===== config.mk =====
export PLATFORM = sky130hd
export DESIGN_NAME = token_segment_base64url_decoder
export DESIGN_NICKNAME = d
export VERILOG_FILES = /design/src/sv/tsb64_pkg.sv /design/src/sv/token_segment_base64url_decoder.sv
export SDC_FILE = /design/constraint.sdc
export NUM_CORES = 1
export LEC_CHECK = 0
export BUFFER_PORTS_ARGS = -buffer_cell sky130_fd_sc_hd__buf_4
export CAP_MARGIN = 20
export CORE_AREA = 4 4 102 104
export DETAILED_ROUTE_END_ITERATION = 7
export DIE_AREA = 0 0 106 108
export HOLD_SLACK_MARGIN = 0.05
export PLACE_DENSITY = 0.64
export SETUP_SLACK_MARGIN = 0.2
export SLEW_MARGIN = 25
export SYNTH_ARGS = -nofsm -noshare
export SYNTH_HDL_FRONTEND = slang
export SYNTH_SLANG_ARGS = --single-unit

===== constraint.sdc =====
create_clock -name clock -period 4.97 [get_ports clock]
set_input_delay 0.2485 -clock clock [delete_from_list [all_inputs] [get_ports clock]]
set_output_delay 0.2485 -clock clock [all_outputs]
set_load 0.005 [all_outputs]

===== src/sv/tsb64_pkg.sv =====
// ----------------------------------------------------------------------------
// Token segment base64url decoder package
// Result record, code constants and the symbol lookup shared by the decoder.
// ----------------------------------------------------------------------------
package tsb64_pkg;

   localparam logic       KIND_DATA      = 1'b0;
   localparam logic       KIND_STATUS    = 1'b1;

   localparam logic [1:0] SEG_HEADER     = 2'd0;
   localparam logic [1:0] SEG_PAYLOAD    = 2'd1;
   localparam logic [1:0] SEG_SIGNATURE  = 2'd2;

   localparam logic [1:0] STATUS_OK      = 2'd0;
   localparam logic [1:0] STATUS_NO_DOT1 = 2'd1;
   localparam logic [1:0] STATUS_NO_DOT2 = 2'd2;

   localparam logic [7:0] CHAR_DOT       = 8'h2E;

   // bit 6 set marks a character outside the alphabet
   localparam logic [6:0] SYM_NONE       = 7'd64;

   typedef struct packed {
      logic       item_kind;
      logic       segment_tag;
      logic [7:0] data_byte;
      logic [1:0] status_code;
      logic       end_mark;
   } result_type;

   function automatic logic [6:0] symbol_value(input logic [7:0] c);
      logic [6:0] v;
      v = SYM_NONE;
      if (c inside {[8'h41:8'h5A]}) begin
         v = 7'(c - 8'h41);
      end else if (c inside {[8'h61:8'h7A]}) begin
         v = 7'(c - 8'h61 + 8'd26);
      end else if (c inside {[8'h30:8'h39]}) begin
         v = 7'(c - 8'h30 + 8'd52);
      end else if (c inside {8'h2B, 8'h2D}) begin
         v = 7'd62;
      end else if (c inside {8'h2F, 8'h5F}) begin
         v = 7'd63;
      end
      return v;
   endfunction

endpackage


===== src/sv/token_segment_base64url_decoder.sv =====
// ----------------------------------------------------------------------------
// Token segment base64url decoder
// Splits a dotted token into header, payload and signature, decodes the first
// two segments as base64url and reports an end-of-token status.
// ----------------------------------------------------------------------------
// Results are registered in the result queue before they reach rsp_.
// Characters are taken one per cycle while req_stall is low; each result is a
// separate rsp_ transfer, and a character can yield both a byte and a status.
// A four-entry result queue sets the slack; req_stall rises at three entries.
// Reset empties the queue and returns to the header segment with no bits held.
module token_segment_base64url_decoder
   import tsb64_pkg::*;
(
   input  logic       clock,
   input  logic       reset,
   input  logic       req_valid,
   output logic       req_stall,
   input  logic [7:0] req_char_code,
   input  logic       req_last_char,
   output logic       rsp_valid,
   input  logic       rsp_stall,
   output logic       rsp_item_kind,
   output logic       rsp_segment_tag,
   output logic [7:0] rsp_data_byte,
   output logic [1:0] rsp_status_code,
   output logic       rsp_end_mark
);

   logic [1:0]  seg_ff,  seg_in;
   logic [2:0]  pend_ff, pend_in;
   logic [5:0]  acc_ff,  acc_in;

   result_type  queue_ff [4];
   logic [1:0]  wr_ptr_ff, rd_ptr_ff;
   logic [2:0]  count_ff,  count_in;

   logic        req_take, rsp_take;
   logic [6:0]  sym;
   logic        is_dot, active, sym_ok;
   logic [2:0]  p_clamp;
   logic [11:0] combined, mask;
   logic [3:0]  np_raw;
   logic [2:0]  np;
   logic        emit;
   logic [7:0]  dec_byte;
   logic [1:0]  seg_next;
   logic [1:0]  status;
   result_type  res_data, res_stat, res0, res1;
   logic [1:0]  push_n;

   assign req_take = req_valid && !req_stall;
   assign rsp_take = rsp_valid && !rsp_stall;
   assign req_stall = count_ff > 3'd2;

   always_comb begin
      sym      = symbol_value(req_char_code);
      is_dot   = req_char_code == CHAR_DOT;
      active   = seg_ff < SEG_SIGNATURE;
      sym_ok   = active && !is_dot && !sym[6];
      p_clamp  = (pend_ff > 3'd6) ? 3'd6 : pend_ff;
      combined = {acc_ff, sym[5:0]};
      np_raw   = {1'b0, p_clamp} + 4'd6;
      emit     = sym_ok && (np_raw >= 4'd8);
      np       = (np_raw >= 4'd8) ? 3'(np_raw - 4'd8) : np_raw[2:0];
      mask     = (12'd1 << np) - 12'd1;
      dec_byte = 8'(combined >> np);

      seg_next = (active && is_dot) ? seg_ff + 2'd1 : seg_ff;
      case (seg_next)
         SEG_HEADER:  status = STATUS_NO_DOT1;
         SEG_PAYLOAD: status = STATUS_NO_DOT2;
         default:     status = STATUS_OK;
      endcase

      seg_in  = seg_ff;
      pend_in = pend_ff;
      acc_in  = acc_ff;
      if (req_last_char) begin
         seg_in  = SEG_HEADER;
         pend_in = 3'd0;
         acc_in  = 6'd0;
      end else if (active && is_dot) begin
         seg_in  = seg_next;
         pend_in = 3'd0;
         acc_in  = 6'd0;
      end else if (sym_ok) begin
         pend_in = np;
         acc_in  = 6'(combined & mask);
      end

      res_data.item_kind   = KIND_DATA;
      res_data.segment_tag = seg_ff[0];
      res_data.data_byte   = dec_byte;
      res_data.status_code = STATUS_OK;
      res_data.end_mark    = 1'b0;

      res_stat.item_kind   = KIND_STATUS;
      res_stat.segment_tag = 1'b0;
      res_stat.data_byte   = 8'd0;
      res_stat.status_code = status;
      res_stat.end_mark    = 1'b1;

      res0   = emit ? res_data : res_stat;
      res1   = res_stat;
      push_n = 2'({1'b0, emit} + {1'b0, req_last_char});
      if (!req_take) begin
         push_n = 2'd0;
      end

      count_in = count_ff + {1'b0, push_n} - {2'b0, rsp_take};
   end

   always_ff @(posedge clock) begin
      if (reset) begin
         seg_ff    <= SEG_HEADER;
         pend_ff   <= 3'd0;
         acc_ff    <= 6'd0;
         wr_ptr_ff <= 2'd0;
         rd_ptr_ff <= 2'd0;
         count_ff  <= 3'd0;
      end else begin
         if (req_take) begin
            seg_ff  <= seg_in;
            pend_ff <= pend_in;
            acc_ff  <= acc_in;
         end
         wr_ptr_ff <= wr_ptr_ff + push_n;
         if (rsp_take) begin
            rd_ptr_ff <= rd_ptr_ff + 2'd1;
         end
         count_ff <= count_in;
      end
   end

   // result queue, no reset needed
   always_ff @(posedge clock) begin
      if (push_n != 2'd0) begin
         queue_ff[wr_ptr_ff] <= res0;
      end
      if (push_n == 2'd2) begin
         queue_ff[wr_ptr_ff + 2'd1] <= res1;
      end
   end

   assign rsp_valid       = count_ff != 3'd0;
   assign rsp_item_kind   = queue_ff[rd_ptr_ff].item_kind;
   assign rsp_segment_tag = queue_ff[rd_ptr_ff].segment_tag;
   assign rsp_data_byte   = queue_ff[rd_ptr_ff].data_byte;
   assign rsp_status_code = queue_ff[rd_ptr_ff].status_code;
   assign rsp_end_mark    = queue_ff[rd_ptr_ff].end_mark;

   a_count_bound: assert property (@(posedge clock) disable iff (reset)
      count_ff <= 3'd4)
      else $error("result queue count out of range");

   a_room_on_take: assert property (@(posedge clock) disable iff (reset)
      req_take |-> count_ff <= 3'd2)
      else $error("character taken without room for two results");

   a_end_is_status: assert property (@(posedge clock) disable iff (reset)
      (rsp_valid && rsp_end_mark) |-> rsp_item_kind == KIND_STATUS)
      else $error("end mark on a data result");

   a_last_resets: assert property (@(posedge clock) disable iff (reset)
      (req_take && req_last_char) |=> (seg_ff == SEG_HEADER && pend_ff == 3'd0))
      else $error("state not cleared after last character");

endmodule

# Word level (Yosys, flattened, before mapping)
# Memory sizes are Yosys's and may differ from the RTL's. A register that Yosys moved wholly into a read port is not among the register bits.
# Cells that the tools add are included.
# classes
addsub,15
n_lt_le_gt_ge,10
eq_ne,7
shifts,2
muxes,25
bitwise_logic,1
n_reduce_logical,22
# op_table
cell,n
$mux 7,5
$eq 8x6->1 const B,4
$mux 6,3
$ge 8x7->1 const B,2
$le 8x7->1 const B,2
$mux 3,5
$sub 7x7->7 const B,2
$mux 13,1
$mux 2,6
$shr 12x3->8,1
$logic_and 1x1->1,9
$eq 8x7->1 const B,1
$ge 8x6->1 const B,1
$le 8x6->1 const B,1
$reduce_bool 2->1,4
$add 7x5->7 const B,1
$add 7x6->7 const B,1
$sub 7x6->7 const B,1
$add 2x1->2 const B,3
$and 6x6->6,1
$reduce_bool 3->1,2
$shl 1x3->6 const A,1
$sub 6x1->6 const B,1
$add 3x3->4 const B,1
other kinds (16),23
# totals
reg_bits,18
ramBits,52
in_bits,13
output_inout_bits,15
wordCells,89
n_memories,1
# memory_table
memory,words,word_bits,rd,rd_ports_with_merged_regs,write_ports,line_no,rtl
queue_ff,4,13,1,1,2,token_segment_base64url_decoder.sv:33,result_type queue_ff [4];

# Depth between registers and ports, before layout
# Gate-level depths: netlist (run 1).
# logic_depth
word_depth,15
ltp_mapped,19
ltp_nobuf,18

# Worst setup path before layout (run 1)
# Ideal clock, no wire load.
# synth_path
kind,input to register
from,input port req_char_code[2]
to,register count_ff[2]
setup_time_ns,0.128
arrival_ns,3.707
required_ns,4.842
setup_slack_ns,1.136
cell_stages,18
n_path_buf,1
cell_sequence,inv_1 -> ha_1 -> a21o_2 -> a31oi_2 -> o21ai_2 -> a2111oi_4 -> buf_2 -> ha_1 -> and3_1 -> inv_1 -> ha_1 -> inv_1 -> ha_1 -> inv_1 -> fa_1 -> xnor2_1 -> xnor2_1 -> nor2_1
# synth_via
elab_chain_len,14
elab_cells_between_ends,35
classes_between,add/sub (8); order compare (6); eq/ne (5); mux (6); reduce/logical (10)
# synth_lines
element,line_no,rtl
from (decl),token_segment_base64url_decoder.sv:18,"input logic [7:0] req_char_code,"
"parallel branches: the longest is 8 deep, another holds $sub 7x6->7",n/a,
$logic_and 1x1->1 (*),token_segment_base64url_decoder.sv:59,sym_ok = active && !is_dot && !sym[6];
$logic_and 1x1->1 (*),token_segment_base64url_decoder.sv:63,emit = sym_ok && (np_raw >= 4'd8);
$add 1x1->2 (*),token_segment_base64url_decoder.sv:105,"push_n = 2'({1'b0, emit} + {1'b0, req_last_char});"
$mux 2 (*),token_segment_base64url_decoder.sv:106,if (!req_take) begin
$add 3x2->3 (*),token_segment_base64url_decoder.sv:110,"count_in = count_ff + {1'b0, push_n} - {2'b0, rsp_take};"
$sub 3x1->3 (*),token_segment_base64url_decoder.sv:110,
to (signal assigned),token_segment_base64url_decoder.sv:131,count_ff <= count_in;
to (decl),token_segment_base64url_decoder.sv:35,"logic [2:0] count_ff, count_in;"
# Mark *: on every way between the ends.
# A chain may end at the register's enable or synchronous reset.

# Worst setup path in the final report (run 1)
# layout_path
from,input port req_char_code[1]
to,register count_ff[2]
# The elaborated chain is that of the path after synthesis.

==> impl_metrics.toml, run 1 <==
[drt]
drt_iter0_drc = 214
routed_wirelength_um = 9783
antenna_left = 0
drt_pass1_iterations = 5
vias_per_cell = 5.647
routedWlPerCell_um = 15.86
vias = 3484
post-route-drc-count = 0

[hold_path]
hp-class = "input port to flip-flop"
min_path_cells = 2
hp-start = "req_last_char"
hold_path_end = "seg_ff[1]$_SDFFE_PP0P_"

[worst_setup_path]
reg2reg_setup_slack_ns = 1.89
worst-setup-path-type = "input port to flip-flop"
start_kind = "input port"
worstRegToRegCells = 14
path_cells = "buf_4 -> inv_1 -> ha_1 -> and4bb_2 -> and2b_1 -> o21ai_2 -> a2111oi_4 -> ha_1 -> and3_1 -> inv_1 -> ha_1 -> inv_1 -> ha_1 -> inv_1 -> fa_1 -> xnor2_1 -> xnor2_1 -> nor2_1"
reg2reg_from = "pend_ff[1]$_SDFFE_PP0P_"
arrival_ns = 3.97
max_stage_delay_ns = 0.45
worst-endpoint-required_ns = 5.21
timing.rr.end = "count_ff[2]$_SDFF_PP0_"
crit_path_max_fanout = 12
critPathSlowestCell = "a2111oi_4"
cp-end-kind = "flip-flop"

[global_routing]
met3_usage_pct = 3.224
gr-usage-all-layers_pct = 17.57
gr-total-overflow = 0
grt.met1_usage_pct = 23.26
grt_pass1_vias = 3280
antenna_found_initial = 0
grt_max_degree = 21
grt.busiest_layer = "met2"
use_met2_pct = 29.46
grt_pass1_wl_um = 16260

[job]
maxCapViolations = 0

[yosys]
synthAdderAreaFrac_pct = 5.859
synth_seq_cells = 68
postSynth.asyncResetShare_pct = 0
synthMuxAreaShare_pct = 8.251
ys_seq_area_share_pct = 34.44
yosys-top-cells-count = "nand2_1, dfxtp_1, nor2_1"
ys_top_cells_by_area = "dfxtp_1, mux4_2, edfxtp_1, nand2_1, ha_1"
synth.most_common_cell = "nand2_1"
synth_top_family_by_area = "compound AO/OA/AOI/OAI gates"
synth_nets = 491
synth.avg_cell_area_um2 = 9.118
yosysUniqueCellTypes = 76
postSynthCellCount = 459
synth_top_area_share_pct = 28.70
synth_xor_area_share_pct = 2.511
synth_area_leader_cell = "dfxtp_1"
synth_compound_area_share_pct = 22.75
ys_warn_count = 0
synth_flop_cell = "dfxtp_1"
synth_edf_count = 8
syn_area_mm2 = 0.004185
synth-simple-area-share_pct = 21.14

[floorplanning]
die_area_mm2 = 0.01145
chipWidth_um = 106
pin_count = 28
start_util_pct = 43.83
fp-row-count = 36
core_mm2 = 0.009549
die_h_um = 108

[timing]
timing.final.crit_period_ns = 3.733
rsz0062_at_grt = "false"
setup_viol = 0
max-slew-margin-rel_pct = 36.96
maxSlewViolCount = 0
finalWorstSetupSlack_ns = 1.237
finalClockSkew_ns = 0.007327
period_share_pct = 75.11
fmax_mhz = 267.9
worst_pin_slew_ns = 0.9393
hold_viol_final = 0
setup_tns_ns = 0
holdWs_ns = 0.1367

[place]
placedInstanceArea_mm2 = 0.004448
post-place-cells = 601
dp_slack_ns = 0.9085
port_buffers = 27
gp_congestion = 0.9002
dp_hpwl_um = 7389

[clocking]
clk_latency_ns = 0.35
post_cts_resized = 0
cts.sinks = 68
max-clock-path-buffers = 2
clkTransAtPathRegs_ns = 0.07
cts_setup_buffers = 0
postCtsHoldBufs = 0
cts_root_buffer = "clkbuf_8"
cts_buffers = 9
cts_tree = "done"
htreeDepth = 3

[final_layout]
stdcell_count = 617
nNetsFinal = 511
drive_above_1_share_pct = 18.60
nFillCells = 960
syn_to_final_growth_pct = 10.37
diodes = 0
multiInputGateArea_mm2 = 0.002532
fin_area_mm2 = 0.004619
final_util_pct = 48.38
regArea_mm2 = 0.001441

[power_and_ir_drop]
power_mw = 1.416
p_leak_nw = 1.756
ir_drop_v = 0.0001472
p_per_area_mw_per_mm2 = 306.6

[run_status]
status = "finished, final reports clean"
## area by class of cell
type                            instances  share of cell area (%)
Sequential cell                        68                   31.20
Clock inverter                          4                  0.5688
Multi-Input combinational cell        348                   54.82
Tap cell                              133                   3.602
Clock buffer                           12                   3.142
Inverter                               22                   1.788
Timing Repair Buffer                   30                   4.875
## kinds of logic (layout without fill, tap and decap cells)
logic type | Yosys count | after routing
XOR/XNOR | 12 | 12
adder cells (fa/ha/maj) | 19 | 19
multiplexers | 18 | 18
AND/OR/NAND/NOR | 180 | 180
AO/OA/AOI/OAI | 119 | 119
flip-flops | 68 | 68
buffers and inverters | 43 | 68
## critical path: cells and delay by family
| kind | cells | cell delay [ns] |
|---|---|---|
| fa+ha+maj | 5 | 1.36 |
| buf+inv | 5 | 0.43 |
| compound gates | 2 | 0.65 |
| simple gates | 4 | 0.95 |
| xor+xnor | 2 | 0.34 |
## layout by cell type, fill, tap and decap left out, types with 6 or more instances in the layout
cell / n
nand2b_1: 6
a22oi_1: 7
inv_1: 21
nand2_1: 64
nor3_1: 7
nor2_1: 43
a32o_1: 7
nor2b_1: 6
edfxtp_1: 8
nand3_1: 11
clkbuf_8: 10
dfxtp_1: 60
o21ai_0: 21
ha_1: 18
o21ai_1: 7
a31oi_1: 6
a22o_1: 15
xnor2_1: 7
and2_1: 7
buf_4: 30
a21oi_1: 15
mux4_2: 13
## worst max path at each step
| stage | from | end |
|---|---|---|
| final | req_char_code[1] | count_ff[2]$_SDFF_PP0_ |
| after global routing | req_char_code[1] | count_ff[2]$_SDFF_PP0_ |
| after CTS | req_char_code[1] | count_ff[2]$_SDFF_PP0_ |
| after detailed placement | req_char_code[1] | count_ff[2]$_SDFF_PP0_ |
| after global placement | req_char_code[1] | count_ff[2]$_SDFF_PP0_ |
| after floorplan | req_char_code[2] | count_ff[2]$_SDFF_PP0_ |
## flip-flops by register name, indices dropped and copies added (netlist names), named ones only
name       cells
pend_ff        3
seg_ff         2
acc_ff         6
wr_ptr_ff      2
rd_ptr_ff      2
count_ff       3
queue_ff      48
## per-layer routing
metal	wire length [um]	share of wire, %
met4	148	1.5
met5	0	0
met3	378	3.9
met2	4662	48
met1	4594	47
## power by group
part	switching (mW)	total (mW)	internal [mW]
sequential	0.0545	0.652	0.597
clock	0.208	0.402	0.194
combinational	0.189	0.363	0.174
Power figures use the tool's default switching activity.
==> run 2, diff against run 1 <==
ABC_AREA = 1   (was unset)
clock period = 3.6 ns   (was 4.97 ns; I/O delays follow)
==> impl_metrics.toml, run 2 <==
[power_and_ir_drop]
power_mw = 2.291
p_leak_nw = 2.235
p_per_area_mw_per_mm2 = 484.6
ir_drop_v = 0.0002114

[timing]
maxSlewViolCount = 0
max-slew-margin-rel_pct = 53.15
rsz0062_at_grt = "false"
setup_tns_ns = 0
period_share_pct = 85.50
hold_viol_final = 0
fmax_mhz = 324.9
setup_viol = 0
holdWs_ns = 0.07596
timing.final.crit_period_ns = 3.078
finalClockSkew_ns = 0.007175
worst_pin_slew_ns = 0.7019

[place]
port_buffers = 27
post-place-cells = 774
dp_hpwl_um = 7813
gp_congestion = 0.8980

[final_layout]
stdcell_count = 790
top_register = "queue_ff"
nNetsFinal = 684
syn_to_final_growth_pct = 12.84
largest_register_ffs = 48
nFillCells = 991
diodes = 0
drive_above_1_share_pct = 13.24
reg_top3 = "queue_ff: 48 flops, acc_ff: 6 flops"
final_cell_mix = "nand2_1, dfxtp_1, nor2_1, inv_1, nand3_1"
final_common_cell = "nand2_1"

[hold_path]
min_path_cells = 2
hp-class = "input port to flip-flop"
hp-start = "reset"

[global_routing]
grt_max_degree = 26
gr-total-overflow = 0
grt_pass1_vias = 3781
gr-usage-all-layers_pct = 19.38
antenna_found_initial = 0
grt_pass1_wl_um = 17820

[yosys]
synth_seq_cells = 68
synth_top_area_share_pct = 28.67
yosys-top-cells-count = "nand2_1, dfxtp_1, nor2_1"
synth.most_common_cell = "nand2_1"
synth_top_family_by_area = "simple AND/OR/NAND/NOR gates"
ys_warn_count = 0
synth-simple-area-share_pct = 37.29
synth_area_leader_cell = "dfxtp_1"
yosysUniqueCellTypes = 43
synth_xor_area_share_pct = 2.090
synth.avg_cell_area_um2 = 6.694
synth_flop_cell = "dfxtp_1"
synthAdderAreaFrac_pct = 5.852
ys_seq_area_share_pct = 34.40
postSynthCellCount = 626
synthMuxAreaShare_pct = 0.2389
synth_compound_area_share_pct = 11.41
postSynth.asyncResetShare_pct = 0
syn_area_mm2 = 0.004190
ys_top_cells_by_area = "dfxtp_1, nand2_1, nand3_1, edfxtp_1, ha_1"
synth_edf_count = 8
synth_nets = 658

[floorplanning]
fp-row-count = 36
pin_count = 28
die_h_um = 108
start_util_pct = 43.88
die_area_mm2 = 0.01145
core_mm2 = 0.009549
chipWidth_um = 106

[clocking]
clkTransAtPathRegs_ns = 0.07
htreeDepth = 3
cts.sinks = 68
cts_buffers = 9
cts_root_buffer = "clkbuf_8"
clk_latency_ns = 0.35
cts_setup_buffers = 0
cts_tree = "done"
max-clock-path-buffers = 2

[worst_setup_path]
startpoint = "req_char_code[2]"
worst-endpoint-required_ns = 3.84
start_kind = "input port"
crit_path_max_fanout = 9
arrival_ns = 3.32
worst-setup-path-type = "input port to flip-flop"
reg2reg_from = "seg_ff[1]$_SDFFE_PP0P_"
cp-end-kind = "flip-flop"
worstRegToRegCells = 19

[run_status]
status = "finished, final reports clean"

[drt]
vias = 4044
routedWlPerCell_um = 13.43
drt_pass1_iterations = 5
drt_iter0_drc = 268
antenna_left = 0
vias_per_cell = 5.119
post-route-drc-count = 0
routed_wirelength_um = 10610

[job]
maxCapViolations = 0
[run 2: kinds of logic (layout without fill, tap and decap cells)]
kind of cell,Yosys count,after routing
flip-flops,68,68
XOR/XNOR,10,10
buffers and inverters,90,121
adder cells (fa/ha/maj),19,19
multiplexers,1,1
AND/OR/NAND/NOR,354,354
AO/OA/AOI/OAI,84,84
[run 2: stage by stage]
step | setup WS (ns) | utilization [%] | instance area [um2]
4_1_cts | 0.5320 | 49.49 | 4726
6_report | 0.5221 | 49.52 | 4728
2_1_floorplan | 0.2825 | - | 4192
3_3_place_gp | 0.2443 | 47.46 | 4532
3_5_place_dp | 0.1577 | 47.46 | 4532
5_1_grt | 0.2274 | 49.52 | 4728
[run 2: worst max-delay path, stage by stage]
cell,delay [ns]
buf_4,0.15
inv_1,0.13
ha_1,0.27
nand2_1,0.08
nand2_1,0.09
nand2_1,0.05
nand2_1,0.07
nand3_1,0.21
a21oi_1,0.23
nor2_2,0.07
inv_2,0.07
nor2_4,0.03
ha_1,0.28
inv_1,0.04
nor2_1,0.17
inv_1,0.07
ha_1,0.26
inv_1,0.05
ha_1,0.13
inv_1,0.05
fa_1,0.37
xor2_1,0.17
inv_1,0.06
nor2_1,0.03
[run 2: final timing paths]
check                           endpoint  slack (ns)
min               count_ff[0]$_SDFF_PP0_        0.08
min reg2reg  queue_ff[2][7]$_SDFFE_PP0N_        0.45
max               count_ff[2]$_SDFF_PP0_        0.52
max reg2reg       count_ff[2]$_SDFF_PP0_        0.95
[run 2: report_power, final]
group	total, mW	switching (mW)	leakage (nW)	internal (mW)
Sequential	0.893	0.0527	0.559	0.840
Combinational	0.769	0.468	1.58	0.301
Clock	0.629	0.291	0.100	0.338
[run 2: area by class of cell]
cell class | count | area, um2 | area share, %
Clock buffer | 12 | 145.1 | 3.070
Sequential cell | 68 | 1441 | 30.48
Tap cell | 133 | 166.4 | 3.519
Inverter | 67 | 255.2 | 5.398
Multi-Input combinational cell | 468 | 2386 | 50.46
Timing Repair Buffer | 38 | 285.3 | 6.033
Clock inverter | 4 | 48.80 | 1.032
[run 2: what timing repair did]
| action | 4_1_cts | 5_1_grt |
|---|---|---|
| hold buffers | 0 | 0 |
| endpoints found under the setup margin | 0 | 1 |
| gates resized for setup | 0 | 1 |
[run 2: layer usage]
layer | routed length (um) | GRT usage (%) | vias to the layer above
met5 | 0 | 0 | -
met4 | 125 | 6.290 | 0
met3 | 533 | 3.403 | 14
met2 | 4971 | 32.38 | 106
met1 | 4978 | 25.60 | 1844
li1 | - | - | 2080
==> run 3, diff against run 2 <==
--- a/config.mk
+++ b/config.mk
@@ -10,7 +10,7 @@
 export CAP_MARGIN = 20
-export CORE_AREA = 4 4 102 104
+export CORE_AREA = 4 4 108 110
 export DETAILED_ROUTE_END_ITERATION = 7
-export DIE_AREA = 0 0 106 108
+export DIE_AREA = 0 0 112 114
 export HOLD_SLACK_MARGIN = 0.05
-export PLACE_DENSITY = 0.64
+export PLACE_DENSITY = 0.54
 export SETUP_SLACK_MARGIN = 0.2
==> constraint.sdc (replaced) <==
create_clock -name clock -period 3.6 [get_ports clock]
set_input_delay 0.9 -clock clock [delete_from_list [all_inputs] [get_ports clock]]
set_output_delay 0.9 -clock clock [all_outputs]
set_load 0.005 [all_outputs]
==> impl_metrics.toml, run 3 (synthesis results as in run 2) <==
[run_status]
status = "finished, final reports clean"

[drt]
drt_iter0_drc = 320
drt_pass1_iterations = 5
vias = 4208
antenna_left = 0
routedWlPerCell_um = 13.84
routed_wirelength_um = 11710
vias_per_cell = 4.974
post-route-drc-count = 0

[timing]
max-slew-margin-rel_pct = 48.18
maxSlewViolCount = 0
hold_viol_final = 0
rsz0062_at_grt = "true"
fmax_mhz = 294.9
finalClockSkew_ns = 0.01238
finalWorstSetupSlack_ns = 0.2089
setup_viol = 0
timing.final.crit_period_ns = 3.391
period_share_pct = 94.20
worst_pin_slew_ns = 0.7764
setup_tns_ns = 0

[clocking]
max-clock-path-buffers = 2
clk_latency_ns = 0.35
cts.sinks = 68
clkTransAtPathRegs_ns = 0.07
postCtsHoldBufs = 0
cts_tree = "done"
cts_buffers = 9
htreeDepth = 3
cts_root_buffer = "clkbuf_8"

[worst_setup_path]
arrival_ns = 3.68
crit_path_max_fanout = 3
start_kind = "input port"
path_delay_family = "adder cells"
critPathBufInv = 10
worstRegToRegCells = 19
critPathSlowestCell = "fa_2"
cpMostUsedCell = "inv_2"
worst-setup-path-type = "input port to flip-flop"
cp-end-kind = "flip-flop"
worst-endpoint-required_ns = 3.88
max_stage_delay_ns = 0.37
cp_num_cells = 27

[power_and_ir_drop]
p_clk_share_pct = 25.5
p_per_area_mw_per_mm2 = 443.2
power_frac_seq_pct = 37.3
p_sw_uw = 876.2
ir_drop_v = 0.0002198
internal_power_mw = 1.530
switching_share_pct = 36.42
p_leak_nw = 2.524
power_frac_comb_pct = 37.2

[global_routing]
gr-usage-all-layers_pct = 18.45
gr-total-overflow = 0
antenna_found_initial = 0
grt_pass1_wl_um = 19030
grt_pass1_vias = 3845
grt_max_degree = 25

[floorplanning]
die_h_um = 114
chipWidth_um = 112
start_util_pct = 39.17
core_mm2 = 0.01070
fp-row-count = 38
pin_count = 28
die_area_mm2 = 0.01277

[final_layout]
final_common_cell = "nand2_1"
final_cell_mix = "nand2_1, buf_4, dfxtp_1, nand3_1, nor2_1"
syn_to_final_growth_pct = 29.56
top_register = "queue_ff"
reg_top3 = "queue_ff: 48 flops, acc_ff: 6 flops"
fin_area_mm2 = 0.005429
largest_register_ffs = 48
nNetsFinal = 733
nFillCells = 1092
diodes = 0
drive_above_1_share_pct = 25.21

[place]
port_buffers = 27
gp_congestion = 0.8361
dp_slack_ns = -0.1619
placedInstanceArea_mm2 = 0.004990
dp_hpwl_um = 8524

[job]
maxCapViolations = 0

[hold_path]
hp-class = "flip-flop to flip-flop"
min_path_cells = 2
==> run 3: changes by cell type in the layout (fill, tap and decap cells not counted), moves of 7 or more <==
cell | previous run | this run
ha_1 | 18 | 10
inv_2 | 7 | 17
ha_4 | 0 | 7
inv_1 | 57 | 44
nand2_1 | 191 | 183
nor3_4 | 1 | 8
nand2_2 | 2 | 9
buf_4 | 38 | 81
==> run 3: final cells by class <==
type	count	area, um2	area share, %
Clock buffer	14	142.6	2.627
Clock inverter	2	35.03	0.6453
Inverter	67	269.0	4.955
Multi-Input combinational cell	468	2678	49.32
Sequential cell	68	1441	26.55
Tap cell	140	175.2	3.227
Timing Repair Buffer	87	688.2	12.68
==> run 3: power by group through the flow <==
| stage | clock (mW) | sequential, mW | combinational (mW) |
|---|---|---|---|
| 3_5_place_dp | 0 | 0.907 | 0.836 |
| 6_report | 0.613 | 0.897 | 0.895 |
| 5_1_grt | 0.659 | 0.907 | 0.996 |
| 4_1_cts | 0.624 | 0.890 | 0.841 |
| 2_1_floorplan | 0 | 0.895 | 0.536 |
| 3_3_place_gp | 0 | 0.905 | 0.834 |
==> run 3: path summary, 6_finish.rpt <==
kind                                from                     endpoint  slack, ns
min          queue_ff[1][6]$_SDFFE_PP0N_  queue_ff[1][6]$_SDFFE_PP0N_       0.45
min reg2reg  queue_ff[1][6]$_SDFFE_PP0N_  queue_ff[1][6]$_SDFFE_PP0N_       0.45
max reg2reg       seg_ff[1]$_SDFFE_PP0P_       count_ff[2]$_SDFF_PP0_       1.15
max                     req_char_code[1]       count_ff[2]$_SDFF_PP0_       0.21
==> run 3: through the flow <==
step           total power, mW  util (%)  hold WS, ns  cells
3_5_place_dp             1.743     46.64       0.4342    822
2_1_floorplan            1.431         -       0.4209    626
6_report                 2.406     50.75       0.4486    846
4_1_cts                  2.355     48.30       0.4505    838
3_3_place_gp             1.739     46.64       0.4341    822
5_1_grt                  2.561     50.75       0.4700    846
==> run 3: metal layers <==
layer  vias to the layer above  routed length (um)  global-route usage [%]
li1                       2187                   -                       -
met1                      1941                5779                   25.88
met2                        69                5428                   29.34
met3                        11                 369                   3.395
met4                         0                 129                   4.968
met5                         -                   0                       0
==> run 3: timing repair <==
action                     4_1_cts  5_1_grt
buffers inserted                 0        8
resized for setup                0       45
setup endpoints to repair        0       56
==> run 3: worst reg2reg max path, cell delays in order, from the launching register on <==
cell and delay, ns:
dfxtp_1 0.37, inv_1 0.07, nand2_1 0.07, clkinv_1 0.10, nand2_2 0.09, nor2_4 0.04, inv_2 0.07, nor2_4 0.05
ha_4 0.26, inv_2 0.04, nor2_4 0.10, inv_2 0.05, ha_4 0.20, inv_2 0.06, ha_4 0.11, inv_2 0.03
fa_2 0.37, xor2_1 0.16, inv_1 0.05, nor2_1 0.09
